$ cat src/hw/rtl/srsp_pkg.sv
package srsp_pkg;

    // Colour table size and field widths
    localparam int COLOR_SLOTS = 16;
    localparam int SLOT_W      = 4;
    localparam int POS_W       = 24;

    // Header length and position of the flags byte in a record
    localparam logic [3:0] HEADER_BYTES = 4'd4;
    localparam logic [3:0] REC_FLAG_IDX = 4'd8;
    localparam logic [SLOT_W-1:0] LAST_SLOT = SLOT_W'(COLOR_SLOTS - 1);

    // Flag bits in the record flags byte
    localparam int FLAG_STOP_BIT = 0;
    localparam int FLAG_TRIM_BIT = 2;

    // Result kinds
    localparam logic [1:0] KIND_COLOR  = 2'd0;
    localparam logic [1:0] KIND_STITCH = 2'd1;
    localparam logic [1:0] KIND_END    = 2'd2;

    // Stitch kinds
    localparam logic [1:0] SK_NORMAL = 2'd0;
    localparam logic [1:0] SK_STOP   = 2'd1;
    localparam logic [1:0] SK_TRIM   = 2'd2;

    // Result queue
    localparam int QUEUE_DEPTH = 4;
    localparam int QUEUE_AW    = $clog2(QUEUE_DEPTH);
    localparam int QUEUE_CW    = $clog2(QUEUE_DEPTH + 1);

    // One parsed event: an optional colour or stitch result, then an optional end stitch
    typedef struct packed {
        logic              has_main;
        logic [1:0]        main_kind;
        logic [SLOT_W-1:0] slot;
        logic [7:0]        code;
        logic [POS_W-1:0]  pos_x;
        logic [POS_W-1:0]  pos_y;
        logic [1:0]        stitch_kind;
        logic              has_end;
    } srsp_evt_t;

endpackage

$ cat src/hw/rtl/srsp_front.sv
module srsp_front (
    input  logic                 aclk,
    input  logic                 aresetn,
    input  logic                 s_tvalid,
    output logic                 s_tready,
    input  logic [7:0]           s_tdata,
    input  logic                 s_tuser,
    input  logic                 s_tlast,
    input  logic                 q_full,
    output logic                 q_push,
    output srsp_pkg::srsp_evt_t  q_evt
);

    localparam logic [2:0] PH_HEADER = 3'd0;
    localparam logic [2:0] PH_COLOR  = 3'd1;
    localparam logic [2:0] PH_COUNT  = 3'd2;
    localparam logic [2:0] PH_REC    = 3'd3;
    localparam logic [2:0] PH_DONE   = 3'd4;

    logic [2:0]                    phase_reg, phase_next;
    logic [3:0]                    cnt_reg, cnt_next;
    logic [srsp_pkg::SLOT_W-1:0]   color_reg, color_next;
    logic [15:0]                   records_reg, records_next;
    logic [srsp_pkg::POS_W-1:0]    last_x_reg, last_x_next;
    logic [srsp_pkg::POS_W-1:0]    last_y_reg, last_y_next;
    logic                          end_done_reg, end_done_next;
    logic [7:0]                    record_bytes_reg [0:7];

    logic                          accept;
    logic [2:0]                    phase_eff;
    logic [3:0]                    cnt_eff;
    logic [srsp_pkg::SLOT_W-1:0]   color_eff;
    logic [15:0]                   records_eff;
    logic [srsp_pkg::POS_W-1:0]    last_x_eff;
    logic [srsp_pkg::POS_W-1:0]    last_y_eff;
    logic                          end_done_eff;
    logic                          byte_wr;
    logic [15:0]                   rec_count;
    logic [15:0]                   rec_left;
    logic [srsp_pkg::POS_W-1:0]    rec_x;
    logic [srsp_pkg::POS_W-1:0]    rec_y;
    srsp_pkg::srsp_evt_t           evt;

    assign s_tready = !q_full;
    assign accept   = s_tvalid && !q_full;

    // Start of file returns all state to its reset value before the byte is parsed
    assign phase_eff    = s_tuser ? PH_HEADER : phase_reg;
    assign cnt_eff      = s_tuser ? 4'd0 : cnt_reg;
    assign color_eff    = s_tuser ? '0 : color_reg;
    assign records_eff  = s_tuser ? 16'd0 : records_reg;
    assign last_x_eff   = s_tuser ? '0 : last_x_reg;
    assign last_y_eff   = s_tuser ? '0 : last_y_reg;
    assign end_done_eff = s_tuser ? 1'b0 : end_done_reg;

    assign rec_count = records_eff | {8'd0, s_tdata};
    assign rec_left  = records_eff - 16'd1;
    assign rec_x     = {record_bytes_reg[0], record_bytes_reg[1], record_bytes_reg[2]};
    assign rec_y     = {record_bytes_reg[4], record_bytes_reg[5], record_bytes_reg[6]};

    // Parse one byte: update the phase and build the event for the queue
    always_comb begin
        phase_next    = phase_eff;
        cnt_next      = cnt_eff;
        color_next    = color_eff;
        records_next  = records_eff;
        last_x_next   = last_x_eff;
        last_y_next   = last_y_eff;
        end_done_next = end_done_eff;
        byte_wr       = 1'b0;
        evt           = '0;
        evt.pos_x     = last_x_eff;
        evt.pos_y     = last_y_eff;

        if (s_tlast) begin
            if (!end_done_eff) begin
                evt.has_end   = 1'b1;
                end_done_next = 1'b1;
                phase_next    = PH_DONE;
            end
        end else begin
            unique case (phase_eff)
                PH_HEADER: begin
                    cnt_next = cnt_eff + 4'd1;
                    if (cnt_next >= srsp_pkg::HEADER_BYTES) begin
                        cnt_next   = 4'd0;
                        color_next = '0;
                        phase_next = PH_COLOR;
                    end
                end
                PH_COLOR: begin
                    if (cnt_eff == 4'd0) begin
                        cnt_next = 4'd1;
                    end else begin
                        cnt_next      = 4'd0;
                        evt.has_main  = 1'b1;
                        evt.main_kind = srsp_pkg::KIND_COLOR;
                        evt.slot      = color_eff;
                        evt.code      = s_tdata;
                        evt.pos_x     = '0;
                        evt.pos_y     = '0;
                        if (color_eff >= srsp_pkg::LAST_SLOT) begin
                            phase_next = PH_COUNT;
                        end else begin
                            color_next = color_eff + 1'b1;
                        end
                    end
                end
                PH_COUNT: begin
                    if (cnt_eff == 4'd0) begin
                        records_next = {s_tdata, 8'd0};
                        cnt_next     = 4'd1;
                    end else begin
                        records_next = rec_count;
                        cnt_next     = 4'd0;
                        if (rec_count == 16'd0) begin
                            evt.has_end   = 1'b1;
                            end_done_next = 1'b1;
                            phase_next    = PH_DONE;
                        end else begin
                            phase_next = PH_REC;
                        end
                    end
                end
                PH_REC: begin
                    if (cnt_eff < srsp_pkg::REC_FLAG_IDX) begin
                        byte_wr  = 1'b1;
                        cnt_next = cnt_eff + 4'd1;
                    end else begin
                        evt.has_main  = 1'b1;
                        evt.main_kind = srsp_pkg::KIND_STITCH;
                        evt.pos_x     = rec_x;
                        evt.pos_y     = rec_y;
                        if (s_tdata[srsp_pkg::FLAG_STOP_BIT]) begin
                            evt.stitch_kind = srsp_pkg::SK_STOP;
                        end else if (s_tdata[srsp_pkg::FLAG_TRIM_BIT]) begin
                            evt.stitch_kind = srsp_pkg::SK_TRIM;
                        end else begin
                            evt.stitch_kind = srsp_pkg::SK_NORMAL;
                        end
                        last_x_next  = rec_x;
                        last_y_next  = rec_y;
                        cnt_next     = 4'd0;
                        records_next = rec_left;
                        if (rec_left == 16'd0) begin
                            evt.has_end   = 1'b1;
                            end_done_next = 1'b1;
                            phase_next    = PH_DONE;
                        end
                    end
                end
                default: begin
                end
            endcase
        end
    end

    assign q_push = accept && (evt.has_main || evt.has_end);
    assign q_evt  = evt;

    // Parser state
    always_ff @(posedge aclk) begin
        if (!aresetn) begin
            phase_reg    <= PH_HEADER;
            cnt_reg      <= 4'd0;
            color_reg    <= '0;
            records_reg  <= 16'd0;
            last_x_reg   <= '0;
            last_y_reg   <= '0;
            end_done_reg <= 1'b0;
        end else if (accept) begin
            phase_reg    <= phase_next;
            cnt_reg      <= cnt_next;
            color_reg    <= color_next;
            records_reg  <= records_next;
            last_x_reg   <= last_x_next;
            last_y_reg   <= last_y_next;
            end_done_reg <= end_done_next;
        end
    end

    // Capture record bytes; always written before they are read
    always_ff @(posedge aclk) begin
        if (accept && byte_wr) begin
            record_bytes_reg[cnt_eff[2:0]] <= s_tdata;
        end
    end

endmodule

$ cat src/hw/rtl/srsp_queue.sv
module srsp_queue (
    input  logic                 aclk,
    input  logic                 aresetn,
    input  logic                 push,
    input  srsp_pkg::srsp_evt_t  push_evt,
    output logic                 full,
    input  logic                 pop,
    output logic                 not_empty,
    output srsp_pkg::srsp_evt_t  pop_evt
);

    srsp_pkg::srsp_evt_t             entry_reg [0:srsp_pkg::QUEUE_DEPTH-1];
    logic [srsp_pkg::QUEUE_AW-1:0]   wr_ptr_reg;
    logic [srsp_pkg::QUEUE_AW-1:0]   rd_ptr_reg;
    logic [srsp_pkg::QUEUE_CW-1:0]   count_reg, count_next;
    logic                            do_push;
    logic                            do_pop;

    assign full      = (count_reg == srsp_pkg::QUEUE_CW'(srsp_pkg::QUEUE_DEPTH));
    assign not_empty = (count_reg != '0);
    assign do_push   = push && !full;
    assign do_pop    = pop && not_empty;
    assign pop_evt   = entry_reg[rd_ptr_reg];

    always_comb begin
        count_next = count_reg;
        if (do_push && !do_pop) begin
            count_next = count_reg + 1'b1;
        end else if (do_pop && !do_push) begin
            count_next = count_reg - 1'b1;
        end
    end

    // Advance pointers and occupancy
    always_ff @(posedge aclk) begin
        if (!aresetn) begin
            wr_ptr_reg <= '0;
            rd_ptr_reg <= '0;
            count_reg  <= '0;
        end else begin
            if (do_push) begin
                wr_ptr_reg <= wr_ptr_reg + 1'b1;
            end
            if (do_pop) begin
                rd_ptr_reg <= rd_ptr_reg + 1'b1;
            end
            count_reg <= count_next;
        end
    end

    // Store events
    always_ff @(posedge aclk) begin
        if (do_push) begin
            entry_reg[wr_ptr_reg] <= push_evt;
        end
    end

endmodule

$ cat src/hw/rtl/srsp_back.sv
module srsp_back (
    input  logic                 aclk,
    input  logic                 aresetn,
    input  logic                 q_not_empty,
    input  srsp_pkg::srsp_evt_t  q_evt,
    output logic                 q_pop,
    output logic                 m_tvalid,
    input  logic                 m_tready,
    output logic [63:0]          m_tdata,
    output logic [1:0]           m_tuser,
    output logic                 m_tlast
);

    logic                              valid_reg, valid_next;
    logic [1:0]                        kind_reg, kind_next;
    logic [srsp_pkg::SLOT_W-1:0]       slot_reg, slot_next;
    logic [7:0]                        code_reg, code_next;
    logic [srsp_pkg::POS_W-1:0]        x_reg, x_next;
    logic [srsp_pkg::POS_W-1:0]        y_reg, y_next;
    logic [1:0]                        sk_reg, sk_next;
    logic                              last_reg, last_next;
    logic                              pend_reg, pend_next;
    logic [srsp_pkg::POS_W-1:0]        pend_x_reg, pend_x_next;
    logic [srsp_pkg::POS_W-1:0]        pend_y_reg, pend_y_next;
    logic                              slot_free;

    assign slot_free = !valid_reg || m_tready;
    assign q_pop     = slot_free && !pend_reg && q_not_empty;

    // Load the output register from the pending end stitch or the next event
    always_comb begin
        valid_next  = valid_reg;
        kind_next   = kind_reg;
        slot_next   = slot_reg;
        code_next   = code_reg;
        x_next      = x_reg;
        y_next      = y_reg;
        sk_next     = sk_reg;
        last_next   = last_reg;
        pend_next   = pend_reg;
        pend_x_next = pend_x_reg;
        pend_y_next = pend_y_reg;

        if (slot_free) begin
            valid_next = 1'b0;
            if (pend_reg) begin
                valid_next = 1'b1;
                kind_next  = srsp_pkg::KIND_END;
                slot_next  = '0;
                code_next  = 8'd0;
                x_next     = pend_x_reg;
                y_next     = pend_y_reg;
                sk_next    = srsp_pkg::SK_NORMAL;
                last_next  = 1'b1;
                pend_next  = 1'b0;
            end else if (q_not_empty) begin
                valid_next = 1'b1;
                x_next     = q_evt.pos_x;
                y_next     = q_evt.pos_y;
                if (q_evt.has_main) begin
                    kind_next   = q_evt.main_kind;
                    slot_next   = q_evt.slot;
                    code_next   = q_evt.code;
                    sk_next     = q_evt.stitch_kind;
                    last_next   = !q_evt.has_end;
                    pend_next   = q_evt.has_end;
                    pend_x_next = q_evt.pos_x;
                    pend_y_next = q_evt.pos_y;
                end else begin
                    kind_next = srsp_pkg::KIND_END;
                    slot_next = '0;
                    code_next = 8'd0;
                    sk_next   = srsp_pkg::SK_NORMAL;
                    last_next = 1'b1;
                end
            end
        end
    end

    // Control state
    always_ff @(posedge aclk) begin
        if (!aresetn) begin
            valid_reg <= 1'b0;
            pend_reg  <= 1'b0;
        end else begin
            valid_reg <= valid_next;
            pend_reg  <= pend_next;
        end
    end

    // Payload
    always_ff @(posedge aclk) begin
        kind_reg   <= kind_next;
        slot_reg   <= slot_next;
        code_reg   <= code_next;
        x_reg      <= x_next;
        y_reg      <= y_next;
        sk_reg     <= sk_next;
        last_reg   <= last_next;
        pend_x_reg <= pend_x_next;
        pend_y_reg <= pend_y_next;
    end

    assign m_tvalid = valid_reg;
    assign m_tuser  = kind_reg;
    assign m_tlast  = last_reg;
    assign m_tdata  = {2'b00, sk_reg, y_reg, x_reg, code_reg, slot_reg};

endmodule

$ cat src/hw/rtl/stitch_record_stream_parser.sv
// Channel   Direction  Handshake          Payload
// s_        in         s_tvalid/s_tready  one file byte, start-of-file flag, end marker
// m_        out        m_tvalid/m_tready  colour entry, stitch record or end stitch
//
// The parser takes one byte per cycle while the event queue is not full; each byte is
// classified in the cycle it is accepted. Results pass through a 4-entry event queue to a
// registered output stage. The last record yields two results, a stitch and an end stitch,
// both taken from one queue entry. aresetn is synchronous; it clears control state only and
// no clearing pass follows. s_tready falls only while the event queue is full.
module stitch_record_stream_parser (
    input  logic        aclk,
    input  logic        aresetn,
    input  logic        s_tvalid,
    output logic        s_tready,
    input  logic [7:0]  s_tdata,   // [7:0] in_byte
    input  logic        s_tuser,   // [0] file_start
    input  logic        s_tlast,   // end_marker
    output logic        m_tvalid,
    input  logic        m_tready,
    // [3:0] color_slot, [11:4] color_code, [35:12] pos_x, [59:36] pos_y,
    // [61:60] stitch_kind, [63:62] zero
    output logic [63:0] m_tdata,
    output logic [1:0]  m_tuser,   // [1:0] item_kind
    output logic        m_tlast    // run_last
);

    logic                 q_full;
    logic                 q_push;
    logic                 q_pop;
    logic                 q_not_empty;
    srsp_pkg::srsp_evt_t  push_evt;
    srsp_pkg::srsp_evt_t  pop_evt;

    srsp_front u_front (
        .aclk     (aclk),
        .aresetn  (aresetn),
        .s_tvalid (s_tvalid),
        .s_tready (s_tready),
        .s_tdata  (s_tdata),
        .s_tuser  (s_tuser),
        .s_tlast  (s_tlast),
        .q_full   (q_full),
        .q_push   (q_push),
        .q_evt    (push_evt)
    );

    srsp_queue u_queue (
        .aclk      (aclk),
        .aresetn   (aresetn),
        .push      (q_push),
        .push_evt  (push_evt),
        .full      (q_full),
        .pop       (q_pop),
        .not_empty (q_not_empty),
        .pop_evt   (pop_evt)
    );

    srsp_back u_back (
        .aclk        (aclk),
        .aresetn     (aresetn),
        .q_not_empty (q_not_empty),
        .q_evt       (pop_evt),
        .q_pop       (q_pop),
        .m_tvalid    (m_tvalid),
        .m_tready    (m_tready),
        .m_tdata     (m_tdata),
        .m_tuser     (m_tuser),
        .m_tlast     (m_tlast)
    );

endmodule

$ cat config.mk
export PLATFORM = sky130hd
export DESIGN_NAME = stitch_record_stream_parser
export DESIGN_NICKNAME = d
export VERILOG_FILES = /design/src/hw/rtl/srsp_pkg.sv /design/src/hw/rtl/srsp_front.sv /design/src/hw/rtl/srsp_queue.sv /design/src/hw/rtl/srsp_back.sv /design/src/hw/rtl/stitch_record_stream_parser.sv
export SDC_FILE = /design/constraint.sdc
export NUM_CORES = 1
export LEC_CHECK = 0
export BUFFER_PORTS_ARGS = -buffer_cell sky130_fd_sc_hd__buf_2
export CORE_MARGIN = 1
export CORE_UTILIZATION = 25
export DETAILED_ROUTE_END_ITERATION = 10
export GPL_TIMING_DRIVEN = 0
export HOLD_SLACK_MARGIN = 0.1
export PLACE_DENSITY = 0.41
export RECOVER_POWER = 25
export SLEW_MARGIN = 20
export SYNTH_ARGS = -nofsm -noshare
export SYNTH_HDL_FRONTEND = slang
export SYNTH_SLANG_ARGS = --single-unit
$ cat constraint.sdc
create_clock -name aclk -period 5.9 [get_ports aclk]
set_clock_uncertainty 0.2 [all_clocks]
set_input_delay 0 -clock aclk [delete_from_list [all_inputs] [get_ports aclk]]
set_output_delay 0 -clock aclk [all_outputs]
set_load 0.02 [all_outputs]
==> impl_table.tex, run 1 <==
\begin{tabular}{lr}
\hline
Metric & Value \\
\hline
\multicolumn{2}{l}{\textbf{Status}} \\
\quad Run status & complete, but fails checks \\
\quad Violated checks & capacitance limit, slew limit \\
\multicolumn{2}{l}{\textbf{Place}} \\
\quad Placed cell area & 0.0222 mm\^{}2 \\
\quad Gpl congestion & 0.859 \\
\quad Half-perimeter wire length after placement & 33900 um \\
\quad Number of port buffers & 79 \\
\multicolumn{2}{l}{\textbf{Timing}} \\
\quad Fin. Hold Viols & 0 \\
\quad Hold Slack & 0.168 ns \\
\quad Worst-margin pin slew & 2.15 ns \\
\quad Fin. max-slew vios & 36 \\
\quad Achievable clock frequency & 0.188 GHz \\
\quad Post-route minimum period & 5.31 ns \\
\quad Max transition margin & -0.433 \\
\quad RSZ-0062 raised after global routing & false \\
\quad Final number of setup-violating endpoints & 0 \\
\quad Fin Setup TNS & 0 ns \\
\quad Fraction of the cycle the final worst path needs & 0.900 \\
\multicolumn{2}{l}{\textbf{Detailed routing}} \\
\quad Average wire length per cell after detail routing & 21.2 um \\
\quad Number of remaining DRC errors & 0 \\
\quad Drt first pass iters & 4 \\
\quad Starting DRC count in detailed routing & 772 \\
\quad Count of nets left with antenna violations after detail routing & 0 \\
\quad Vias per inst & 4.56 \\
\quad Wire length after detailed routing & 53000 um \\
\quad Vias & 11.4k \\
\multicolumn{2}{l}{\textbf{GRT}} \\
\quad All-Layer GR Usage & 0.130 \\
\quad Number of antenna violations at the first check in global routing & 2 \\
\quad Met3 usage & 0.0234 \\
\quad Most used routing layer in global routing & met2 \\
\quad GR met2 Demand/Resource & 0.217 \\
\quad Pin count of the biggest net entering global routing & 39 \\
\quad Wire length of the first global-routing pass & 79300 um \\
\quad Number of global-route vias before repair & 11.9k \\
\quad GR Layer Usage met1 & 0.172 \\
\quad Overflow after GRT & 0 \\
\multicolumn{2}{l}{\textbf{Critical path}} \\
\quad Req. time, crit path & 6.21 ns \\
\quad Maximum fanout encountered on the critical timing path & 10 \\
\quad Nature of the critical path startpoint & primary input \\
\quad Arr. time, crit path & 5.62 ns \\
\quad Critical path type & in2reg \\
\quad Setup crit end kind & flop \\
\multicolumn{2}{l}{\textbf{Finish}} \\
\quad Largest register FFs & 260 \\
\quad Number of nets in the finished design & 1427 \\
\quad Number of inserted diodes & 0 \\
\quad Area growth from synthesis to final layout & 19.2\% \\
\quad Share of post-route cells with drive strength above 1 & 0.161 \\
\quad Final Cell Area & 0.0241 mm\^{}2 \\
\multicolumn{2}{l}{\textbf{Clock network}} \\
\quad Worst skew pair latency & 0.61 ns \\
\quad Setup fix buffers added after clock tree synthesis & 0 \\
\quad Count of hold-fix buffers inserted at cts & 14 \\
\quad H-tree Lvls & 2 \\
\quad Clock slew at reported path FFs & 0.06 ns \\
\quad Clk buf depth & 3 \\
\quad Num Clock Sinks & 508 \\
\quad Clock root buffer & clkbuf\_16 \\
\quad Clock tree from TritonCTS & done \\
\quad TritonCTS Buffers & 57 \\
\quad Post-cts gate resize count & 0 \\
\multicolumn{2}{l}{\textbf{Synthesis}} \\
\quad Cells after Synth & 1236 \\
\quad Yosys cell types & 70 \\
\quad Number of enable-type register cells in the synthesized netlist & 421 \\
\quad Synthesized area divided by synthesized cell count & 16.4 um\^{}2 \\
\quad Post-synthesis sequential area ratio & 0.711 \\
\quad Main synth FF type & edfxtp\_1 \\
\quad Number of flip-flops and latches in the synthesized netlist & 508 \\
\quad Netlist Area Pre-Place & 0.0202 mm\^{}2 \\
\quad Synth warnings & 0 \\
\quad Synth async-reset ratio & 0 \\
\multicolumn{2}{l}{\textbf{Floorplanning}} \\
\quad Chip Width & 286 um \\
\quad Boundary pin count & 83 \\
\quad Total number of placement rows & 103 \\
\quad Area enclosed by the die boundary & 0.0820 mm\^{}2 \\
\quad Starting density of the core & 0.254 \\
\quad Height of the die & 286 um \\
\quad Core region area & 0.0795 mm\^{}2 \\
\multicolumn{2}{l}{\textbf{Power and ir drop}} \\
\quad Leakage dissipation & 7.62 nW \\
\quad Pwr per Cell Area & 424 mW/mm\^{}2 \\
\quad Worst IR drop on VDD & 0.234 mV \\
\multicolumn{2}{l}{\textbf{Min path}} \\
\quad Class of the most critical hold timing path & in2reg \\
\multicolumn{2}{l}{\textbf{Job}} \\
\quad Max-capacitance violation count & 1 \\
\hline
\end{tabular}
==> placed cells by master, fill, tap and decap left out, types with 7 or more instances in the layout <==
cell type	count
inv_1	15
a21oi_1	20
clkbuf_16	60
clkinv_2	7
nor2_1	35
clkbuf_1	157
clkbuf_8	8
o21ai_1	11
and2_1	17
a22oi_1	58
mux2i_1	9
buf_1	9
nor2b_1	85
dlygate4sd3_1	14
and3_1	10
mux2_2	48
nand3_1	8
nand2_1	46
o22ai_1	8
mux4_2	65
dfxtp_1	87
o21ai_0	21
edfxtp_1	421
a22o_1	48
ha_1	11
nor3_1	14
==> metal layers <==
layer  vias up  wire, um
met3        88      2370
met2       256     25200
met4         0      1420
li1       5193         -
met1      5843     24000
met5         -         0
==> critical path, cell delays in order <==
cell           delay, ns
dlygate4sd3_1       0.53
buf_2               0.17
clkbuf_1            0.29
inv_2               0.15
clkbuf_1            0.46
clkbuf_1            0.55
nand2_1             0.26
ha_1                0.30
o21a_1              0.18
nor2_1              0.54
a31o_1              0.31
and2_1              0.24
o21a_1              0.13
buf_2               0.19
ha_1                0.22
inv_1               0.06
fa_1                0.37
xor2_1              0.16
or3_1               0.30
a21boi_0            0.19
==> path summary, 6_finish.rpt <==
| check | from | to | slack (ns) | cells after the start |
|---|---|---|---|---|
| max | s_tuser | u_queue.count_reg[2] | 0.59 | 20 |
| min | m_tready | u_back.m_tvalid | 0.17 | 5 |
| max reg2reg | u_back.pend_reg | u_back.pend_x_reg[3] | 1.35 | 4 |
| min reg2reg | u_front.last_x_reg[23] | u_front.last_x_reg[23] | 0.26 | 2 |
==> synthesized netlist by cell type, types with 5 or more instances <==
cell type | n | area share
a22o_1 | 48 | 0.021
and2_1 | 25 | 0.0077
mux2i_1 | 9 | 0.0045
nand3_1 | 8 | 0.0020
nor4_1 | 9 | 0.0028
mux4_2 | 65 | 0.072
o21ai_0 | 21 | 0.0052
a22oi_1 | 58 | 0.022
and3_1 | 10 | 0.0031
nor2_1 | 35 | 0.0065
nor3_1 | 16 | 0.0040
a31oi_1 | 5 | 0.0015
nand2_1 | 46 | 0.0085
ha_1 | 11 | 0.0068
clkbuf_1 | 59 | 0.011
a21boi_1 | 6 | 0.0022
or3_1 | 6 | 0.0019
xor2_1 | 6 | 0.0026
buf_1 | 13 | 0.0024
mux2_2 | 48 | 0.027
nand4_1 | 6 | 0.0019
o21ai_1 | 11 | 0.0027
a21oi_1 | 20 | 0.0050
dfxtp_1 | 87 | 0.086
xnor2_1 | 6 | 0.0026
edfxtp_1 | 421 | 0.63
o22ai_1 | 8 | 0.0025
inv_1 | 15 | 0.0028
nor2b_1 | 85 | 0.026
o21a_1 | 5 | 0.0019
==> stage by stage <==
| stage | utilization | power, mW | instances | setup WS (ns) |
|---|---|---|---|---|
| floorplan | - | 6.05 | 1237 | 1.54 |
| global placement | 0.276 | 6.82 | 2366 | -1.79 |
| detailed placement | 0.279 | 6.89 | 2378 | 0.508 |
| CTS | 0.305 | 10.6 | 2498 | 0.623 |
| global route | 0.303 | 10.7 | 2498 | 0.279 |
| finish | 0.303 | 10.2 | 2498 | 0.593 |
==> kinds of logic (layout without fill, tap and decap cells) <==
kind of cell | after synthesis | count (layout) | share of synthesized area
flip-flops | 508 | 508 | 0.711
AND/OR/NAND/NOR | 272 | 272 | 0.0757
AO/OA/AOI/OAI | 215 | 215 | 0.0777
multiplexers | 122 | 122 | 0.104
buffers and inverters | 94 | 305 | 0.0183
adder cells (fa/ha/maj) | 12 | 12 | 0.00780
XOR/XNOR | 12 | 12 | 0.00520
other | 1 | 2 | 0.000185
==> power by group <==
part	switching, mW	total (mW)	internal (mW)
Combinational	1.30	1.98	0.679
Clock	1.43	3.60	2.17
Sequential	0.120	4.65	4.53
Total	2.85	10.2	7.38
==> cell type report <==
type                       instances  area [um^2]
clock buffer                      84         1670
buffer                            77          307
timing repair buffer             105          617
tap                             1050         1310
clock inverter                    22          240
inverter                          17         63.8
sequential                       508        14400
fill                            7839        55400
multi-input combinational        635         5510
Power figures use the tool's default switching activity.
==> inputs of run 2 (changes only) <==
- CORE_UTILIZATION: 25 -> 55
- PLACE_DENSITY: 0.41 -> 0.74
==> impl_table.tex, run 2 (same netlist as run 1, synthesis figures left out) <==
\begin{tabular}{lr}
\hline
Metric & Value \\
\hline
\multicolumn{2}{l}{\textbf{Status}} \\
\quad Run status & complete, but fails checks \\
\quad Violated checks & capacitance limit, slew limit \\
\multicolumn{2}{l}{\textbf{Clock network}} \\
\quad Clock tree from TritonCTS & done \\
\quad Post-cts gate resize count & 0 (unchanged) \\
\quad Clk buf depth & 3 (unchanged) \\
\quad TritonCTS Buffers & 50 (-12\%) \\
\quad Worst skew pair latency & 0.57 ns (-0.04 ns) \\
\quad Clock slew at reported path FFs & 0.06 ns (about the same) \\
\quad Num Clock Sinks & 508 (unchanged) \\
\quad Clock root buffer & clkbuf\_16 \\
\quad H-tree Lvls & 2 (unchanged) \\
\multicolumn{2}{l}{\textbf{GRT}} \\
\quad Overflow after GRT & 0 (unchanged) \\
\quad Number of global-route vias before repair & 11.6k (-2.8\%) \\
\quad Wire length of the first global-routing pass & 67200 um (-15\%) \\
\quad Pin count of the biggest net entering global routing & 50 (+28\%) \\
\quad Number of antenna violations at the first check in global routing & 1 (-1) \\
\quad All-Layer GR Usage & 0.235 (+0.104) \\
\multicolumn{2}{l}{\textbf{Finish}} \\
\quad Filler Cell Count & 2524 (-68\%) \\
\quad Highest-count cells in the layout ignoring fill and taps & 421 x edfxtp\_1, 161 x clkbuf\_1, 87 x dfxtp\_1 \\
\quad Largest register FFs & 260 (unchanged) \\
\quad Most frequent standard cell in the layout excluding fill and tap cells & edfxtp\_1 \\
\quad Area growth from synthesis to final layout & 13.6\% \\
\quad Number of nets in the finished design & 1416 (-0.77\%) \\
\quad Final cell utilization of the core & 0.641 (+0.338) \\
\quad Final Cell Area & 0.0230 mm\^{}2 (-4.7\%) \\
\quad Number of inserted diodes & 0 (unchanged) \\
\quad Share of post-route cells with drive strength above 1 & 0.151 (-0.00986) \\
\multicolumn{2}{l}{\textbf{Detailed routing}} \\
\quad Count of nets left with antenna violations after detail routing & 0 (unchanged) \\
\quad Wire length after detailed routing & 43500 um (-18\%) \\
\quad Number of remaining DRC errors & 0 (unchanged) \\
\quad Starting DRC count in detailed routing & 1175 (+52\%) \\
\quad Average wire length per cell after detail routing & 23.0 um (+8.4\%) \\
\quad Drt first pass iters & 5 (+1) \\
\quad Vias per inst & 6.10 (+34\%) \\
\quad Vias & 11.5k (+1.4\%) \\
\multicolumn{2}{l}{\textbf{Timing}} \\
\quad RSZ-0062 raised after global routing & false \\
\quad Post-route minimum period & 5.04 ns (-0.267 ns) \\
\quad Final number of setup-violating endpoints & 0 (unchanged) \\
\quad Worst-margin pin slew & 3.67 ns (+1.52 ns) \\
\quad Max transition margin & -1.45 (-1.01) \\
\quad Achievable clock frequency & 0.198 GHz (+5.3\%) \\
\quad Fin. Hold Viols & 0 (unchanged) \\
\quad Hold Slack & 0.205 ns (+0.0361 ns) \\
\quad Fraction of the cycle the final worst path needs & 0.854 (-0.0452) \\
\quad Fin. max-slew vios & 89 (+150\%) \\
\multicolumn{2}{l}{\textbf{Floorplanning}} \\
\quad Chip Width & 194 um (-32\%) \\
\quad Boundary pin count & 83 (unchanged) \\
\quad Core region area & 0.0358 mm\^{}2 (-55\%) \\
\quad Starting density of the core & 0.564 (+0.310) \\
\quad Area enclosed by the die boundary & 0.0375 mm\^{}2 (-54\%) \\
\quad Total number of placement rows & 69 (-33\%) \\
\quad Height of the die & 194 um (-32\%) \\
\multicolumn{2}{l}{\textbf{Critical path}} \\
\quad Peak per-stage delay on the critical path & 1.25 ns (+0.70 ns) \\
\quad Arr. time, crit path & 5.10 ns (-0.52 ns) \\
\quad Capturing point of the worst reg2reg path & u\_back.y\_reg[1] \\
\quad Setup slack of the worst register-to-register path & 0.86 ns (-0.49 ns) \\
\quad Maximum fanout encountered on the critical timing path & 29 (+19) \\
\quad Critical path type & reg2reg \\
\quad Library cell appearing most often on the critical path & clkbuf\_1 \\
\quad Setup crit end kind & flop \\
\quad Critical register-to-register path startpoint & u\_back.pend\_reg \\
\quad Nature of the critical path startpoint & flop \\
\quad Register-to-Register Path Depth & 6 (+2) \\
\quad Cell breakdown of the critical path & clkbuf\_1 > clkbuf\_1 > nor4\_1 > nor2\_1 > clkbuf\_1 > buf\_12 \\
\quad Req. time, crit path & 5.96 ns (-0.25 ns) \\
\quad CP max stage cell & nor2\_1 \\
\multicolumn{2}{l}{\textbf{Place}} \\
\quad Half-perimeter wire length after placement & 27200 um (-20\%) \\
\quad Gpl congestion & 0.910 (+5.9\%) \\
\quad Placed cell area & 0.0214 mm\^{}2 (-3.7\%) \\
\quad Number of port buffers & 79 (unchanged) \\
\multicolumn{2}{l}{\textbf{Min path}} \\
\quad Hold Crit Start & m\_tready \\
\quad Hold path cells & 5 (unchanged) \\
\quad Min-Delay Endpoint & u\_back.m\_tvalid \\
\quad Class of the most critical hold timing path & in2reg \\
\multicolumn{2}{l}{\textbf{Power and ir drop}} \\
\quad Total Power Consumption & 9.54 mW (-6.7\%) \\
\quad Pwr per Cell Area & 416 mW/mm\^{}2 (-2.0\%) \\
\quad Leakage dissipation & 7.44 nW (-2.4\%) \\
\quad Worst IR drop on VDD & 0.225 mV (-4.2\%) \\
\multicolumn{2}{l}{\textbf{Job}} \\
\quad Max-capacitance violation count & 3 (+2) \\
\hline
\end{tabular}
run 2: changes by cell type in the layout (fill, tap and decap cells not counted), moves of 4 or more:
| cell | delta |
|---|---|
| clkbuf_16 | -10 |
| bufinv_16 | -5 |
| clkbuf_1 | +4 |
| clkbuf_8 | +4 |
| clkinv_1 | -4 |
run 2: cell type report:
| type | instances | area, um^2 | area share |
|---|---|---|---|
| Sequential cell | 508 | 14400 | 0.626 |
| Multi-Input combinational cell | 635 | 5510 | 0.240 |
| Clock buffer | 81 | 1490 | 0.0648 |
| Tap cell | 461 | 577 | 0.0251 |
| Timing Repair Buffer | 101 | 573 | 0.0250 |
| Buffer | 77 | 307 | 0.0133 |
| Clock inverter | 11 | 66.3 | 0.00289 |
| Inverter | 17 | 63.8 | 0.00278 |
run 2: repair_timing:
item / 4_1_cts / 5_1_grt
hold endpoints to repair: 187 / 0
setup buffers: 0 / 0
hold buffers: 13 / 0
run 2: how the worst max path moves through the flow:
| stage | end | cells past startpoint | start | slack (ns) |
|---|---|---|---|---|
| 2_1_floorplan | u_back.code_reg[0] | 4 | u_back.pend_reg | 1.54 |
| 3_3_place_gp | u_queue.entry_reg[1][51] | 14 | s_tuser | -0.90 |
| 3_5_place_dp | u_queue.count_reg[2] | 19 | s_tuser | 1.01 |
| 4_1_cts | u_queue.count_reg[2] | 20 | s_tuser | 1.05 |
| 5_1_grt | u_back.y_reg[6] | 6 | u_back.pend_reg | 0.59 |
| 6_report | u_back.y_reg[1] | 6 | u_back.pend_reg | 0.86 |
run 2: through the flow:
stage / TNS, ns / setup WS, ns / std cells
after floorplan: 0 / 1.54 / 1237
after global placement: -283.65 / -0.904 / 1777
after detailed placement: 0 / 1.01 / 1786
after CTS: 0 / 1.05 / 1891
after global routing: 0 / 0.587 / 1891
final: 0 / 0.859 / 1891
run 2: metal layers:
layer  up-vias  wire, um  track usage
li1       5161         -            -
met1      5881     18700        0.324
met2       413     20900        0.385
met3        84      2700       0.0391
met4         0      1170       0.0720
met5         -         0            0
run 2: power breakdown:
part | switching, mW | total (mW) | leakage [nW] | internal [mW]
sequential | 0.124 | 4.66 | 4.64 | 4.54
clock | 1.27 | 2.99 | 0.762 | 1.72
combinational | 1.22 | 1.89 | 2.04 | 0.671
total | 2.62 | 9.54 | 7.44 | 6.93
run 2: worst max-delay path: cells and delay by family (launching register included):
| kind | cells | cell delay [ns] |
|---|---|---|
| buffers and inverters | 4 | 2.74 |
| DFF | 1 | 0.30 |
| and+or+nand+nor | 2 | 1.43 |
==> inputs of run 3 (changes only) <==
==> constraint.sdc (replaced) <==
create_clock -name aclk -period 5.9 [get_ports aclk]
set_clock_uncertainty 0.2 [all_clocks]
set_input_delay 0.59 -clock aclk [delete_from_list [all_inputs] [get_ports aclk]]
set_output_delay 0.59 -clock aclk [all_outputs]
set_load 0.02 [all_outputs]
==> impl_table.tex, run 3 (same netlist as run 1, synthesis figures left out) <==
\begin{tabular}{lr}
\hline
Metric & Value \\
\hline
\multicolumn{2}{l}{\textbf{GRT}} \\
\quad Wire length of the first global-routing pass & 67000 um (-0.34\%) \\
\quad Pin count of the biggest net entering global routing & 50 (unchanged) \\
\quad Number of antenna violations at the first check in global routing & 1 (unchanged) \\
\quad Overflow after GRT & 0 (unchanged) \\
\quad All-Layer GR Usage & 0.234 (-0.000743) \\
\quad Number of global-route vias before repair & 11.5k (-0.75\%) \\
\multicolumn{2}{l}{\textbf{Floorplanning}} \\
\quad Total number of placement rows & 69 (unchanged) \\
\quad Area enclosed by the die boundary & 0.0375 mm\^{}2 (unchanged) \\
\quad Boundary pin count & 83 (unchanged) \\
\quad Chip Width & 194 um (unchanged) \\
\quad Core region area & 0.0358 mm\^{}2 (unchanged) \\
\quad Starting density of the core & 0.564 (unchanged) \\
\quad Height of the die & 194 um (unchanged) \\
\multicolumn{2}{l}{\textbf{Status}} \\
\quad Run status & complete, but fails checks \\
\quad Violated checks & capacitance limit, slew limit \\
\multicolumn{2}{l}{\textbf{Detailed routing}} \\
\quad Number of remaining DRC errors & 0 (unchanged) \\
\quad Wire length after detailed routing & 43400 um (-0.17\%) \\
\quad Vias & 11.5k (-0.70\%) \\
\quad Vias per inst & 6.10 (about the same) \\
\quad Count of nets left with antenna violations after detail routing & 0 (unchanged) \\
\quad Average wire length per cell after detail routing & 23.1 um (+0.52\%) \\
\quad Starting DRC count in detailed routing & 1109 (-5.6\%) \\
\quad Drt first pass iters & 7 (+2) \\
\quad Met3 routed wirelength & 2760 um (+2.3\%) \\
\quad Wire length on met1 & 18600 um (-0.58\%) \\
\quad Top routing layer in use & met4 \\
\quad Met2 layer wire length in the routed design & 20900 um (about the same) \\
\multicolumn{2}{l}{\textbf{Place}} \\
\quad Placed cell area & 0.0214 mm\^{}2 (unchanged) \\
\quad Half-perimeter wire length after placement & 27200 um (unchanged) \\
\quad Dpl ws & 0.424 ns (-0.590 ns) \\
\quad Number of port buffers & 79 (unchanged) \\
\quad Post-Place Cells & 1786 (unchanged) \\
\quad Gpl congestion & 0.910 (unchanged) \\
\multicolumn{2}{l}{\textbf{Power and ir drop}} \\
\quad Internal Dissipation & 6.92 mW (about the same) \\
\quad Sw Share & 0.274 (-0.000309) \\
\quad Fraction of power consumed by combinational cells & 0.197 (about the same) \\
\quad Pwr per Cell Area & 417 mW/mm\^{}2 (+0.44\%) \\
\quad Leakage dissipation & 7.38 nW (-0.73\%) \\
\quad Share of total power in sequential cells & 0.489 (about the same) \\
\quad Power dissipated by switching net loads & 2.61 mW (-0.24\%) \\
\quad Worst IR drop on VDD & 0.223 mV (-0.72\%) \\
\quad Clock share of power & 0.314 (about the same) \\
\multicolumn{2}{l}{\textbf{Clock network}} \\
\quad Clock tree from TritonCTS & done \\
\quad Num Clock Sinks & 508 (unchanged) \\
\quad Setup fix buffers added after clock tree synthesis & 0 (unchanged) \\
\quad Clock slew at reported path FFs & 0.06 ns (about the same) \\
\quad Clk buf depth & 3 (unchanged) \\
\quad TritonCTS Buffers & 50 (unchanged) \\
\quad Count of hold-fix buffers inserted at cts & 0 (-13) \\
\quad Post-cts gate resize count & 0 (unchanged) \\
\quad H-tree Lvls & 2 (unchanged) \\
\quad Clock root buffer & clkbuf\_16 \\
\quad Worst skew pair latency & 0.56 ns (about the same) \\
\multicolumn{2}{l}{\textbf{Critical path}} \\
\quad Arr. time, crit path & 5.35 ns (+0.25 ns) \\
\quad Maximum fanout encountered on the critical timing path & 10 (-66\%) \\
\quad Req. time, crit path & 6.18 ns (+0.22 ns) \\
\quad Critical path type & in2reg \\
\quad Setup crit end kind & flop \\
\quad Nature of the critical path startpoint & primary input \\
\multicolumn{2}{l}{\textbf{Finish}} \\
\quad Final standard cell count with taps included and fillers excluded & 1878 (-0.69\%) \\
\quad Number of nets in the finished design & 1403 (-0.92\%) \\
\quad Largest register FFs & 260 (unchanged) \\
\quad Highest-count cells in the layout ignoring fill and taps & 421 x edfxtp\_1, 161 x clkbuf\_1, 87 x dfxtp\_1 \\
\quad Area of the multi-input gates & 0.00551 mm\^{}2 (unchanged) \\
\quad Area growth from synthesis to final layout & 12.9\% \\
\quad Filler Cell Count & 2525 (+0.040\%) \\
\quad Final Cell Area & 0.0228 mm\^{}2 (-0.57\%) \\
\quad Flip-flop and latch area & 0.0144 mm\^{}2 (unchanged) \\
\quad Final cell utilization of the core & 0.637 (-0.00363) \\
\quad Share of post-route cells with drive strength above 1 & 0.152 (+0.00139) \\
\quad Number of inserted diodes & 0 (unchanged) \\
\quad Most frequent standard cell in the layout excluding fill and tap cells & edfxtp\_1 \\
\multicolumn{2}{l}{\textbf{Timing}} \\
\quad Least setup slack across all paths after layout & 0.835 ns (-0.0238 ns) \\
\quad Fin. max-slew vios & 89 (unchanged) \\
\quad Worst-margin pin slew & 3.62 ns (-0.0410 ns) \\
\quad Fraction of the cycle the final worst path needs & 0.858 (+0.00404) \\
\quad Final number of setup-violating endpoints & 0 (unchanged) \\
\quad Fin. Hold Viols & 0 (unchanged) \\
\quad Max transition margin & -1.42 (+0.0274) \\
\quad Achievable clock frequency & 0.197 GHz (-0.47\%) \\
\quad Post-route minimum period & 5.06 ns (+0.0238 ns) \\
\quad RSZ-0062 raised after global routing & false \\
\multicolumn{2}{l}{\textbf{Min path}} \\
\quad Class of the most critical hold timing path & in2reg \\
\multicolumn{2}{l}{\textbf{Job}} \\
\quad Max-capacitance violation count & 3 (unchanged) \\
\hline
\end{tabular}
## run 3: changes by cell type in the layout (fill, tap and decap cells not counted)
cell / delta
dlygate4sd3_1: -13
## run 3: final timing paths
kind	cells past startpoint	to	slack [ns]	start
setup / recovery	19	u_queue.count_reg[2]	0.84	s_tuser
hold / removal	2	u_front.last_y_reg[1]	0.23	aresetn
setup reg to reg	6	u_back.y_reg[1]	0.84	u_back.pend_reg
hold reg to reg	2	u_front.end_done_reg	0.29	u_front.end_done_reg
## run 3: stage by stage
step	power, mW	hold slack (ns)	setup TNS (ns)
6_report	9.53	0.234	0
5_1_grt	9.91	0.235	0
4_1_cts	9.68	0.216	0
3_5_place_dp	6.71	0.260	0
3_3_place_gp	6.65	0.246	-437.05
2_1_floorplan	6.05	0.234	0
## run 3: cell type report
type,instances,share of cell area
flip-flops and latches,508,0.630
clock buffers,81,0.0652
well taps,461,0.0253
inverters,17,0.00279
repair buffers,88,0.0194
clock inverters,11,0.00290
multi-input cells,635,0.241
plain buffers,77,0.0134
## run 3: routing by layer
metal,up-vias,global-route usage
li1,5148,-
met5,-,0
met4,0,0.0761
met3,76,0.0370
met2,408,0.381
met1,5826,0.325
## run 3: critical path, cell delays in order
cell,delay [ns]
buf_2,0.13
clkbuf_1,0.25
inv_2,0.13
clkbuf_1,0.50
clkbuf_1,0.49
nand2_1,0.23
ha_1,0.28
o21a_1,0.17
nor2_1,0.54
a31o_1,0.27
and2_1,0.18
o21a_1,0.12
buf_2,0.19
ha_1,0.21
inv_1,0.06
fa_1,0.37
xor2_1,0.16
or3_1,0.30
a21boi_0,0.16
## run 3: power by group through the flow
stage	combinational (mW)	clock (mW)	sequential (mW)
after floorplan	1.01	0	5.05
after global placement	1.90	0	4.75
after detailed placement	2.00	0	4.71
after CTS	2.01	3.03	4.64
after global routing	2.02	3.17	4.71
final	1.88	2.99	4.66
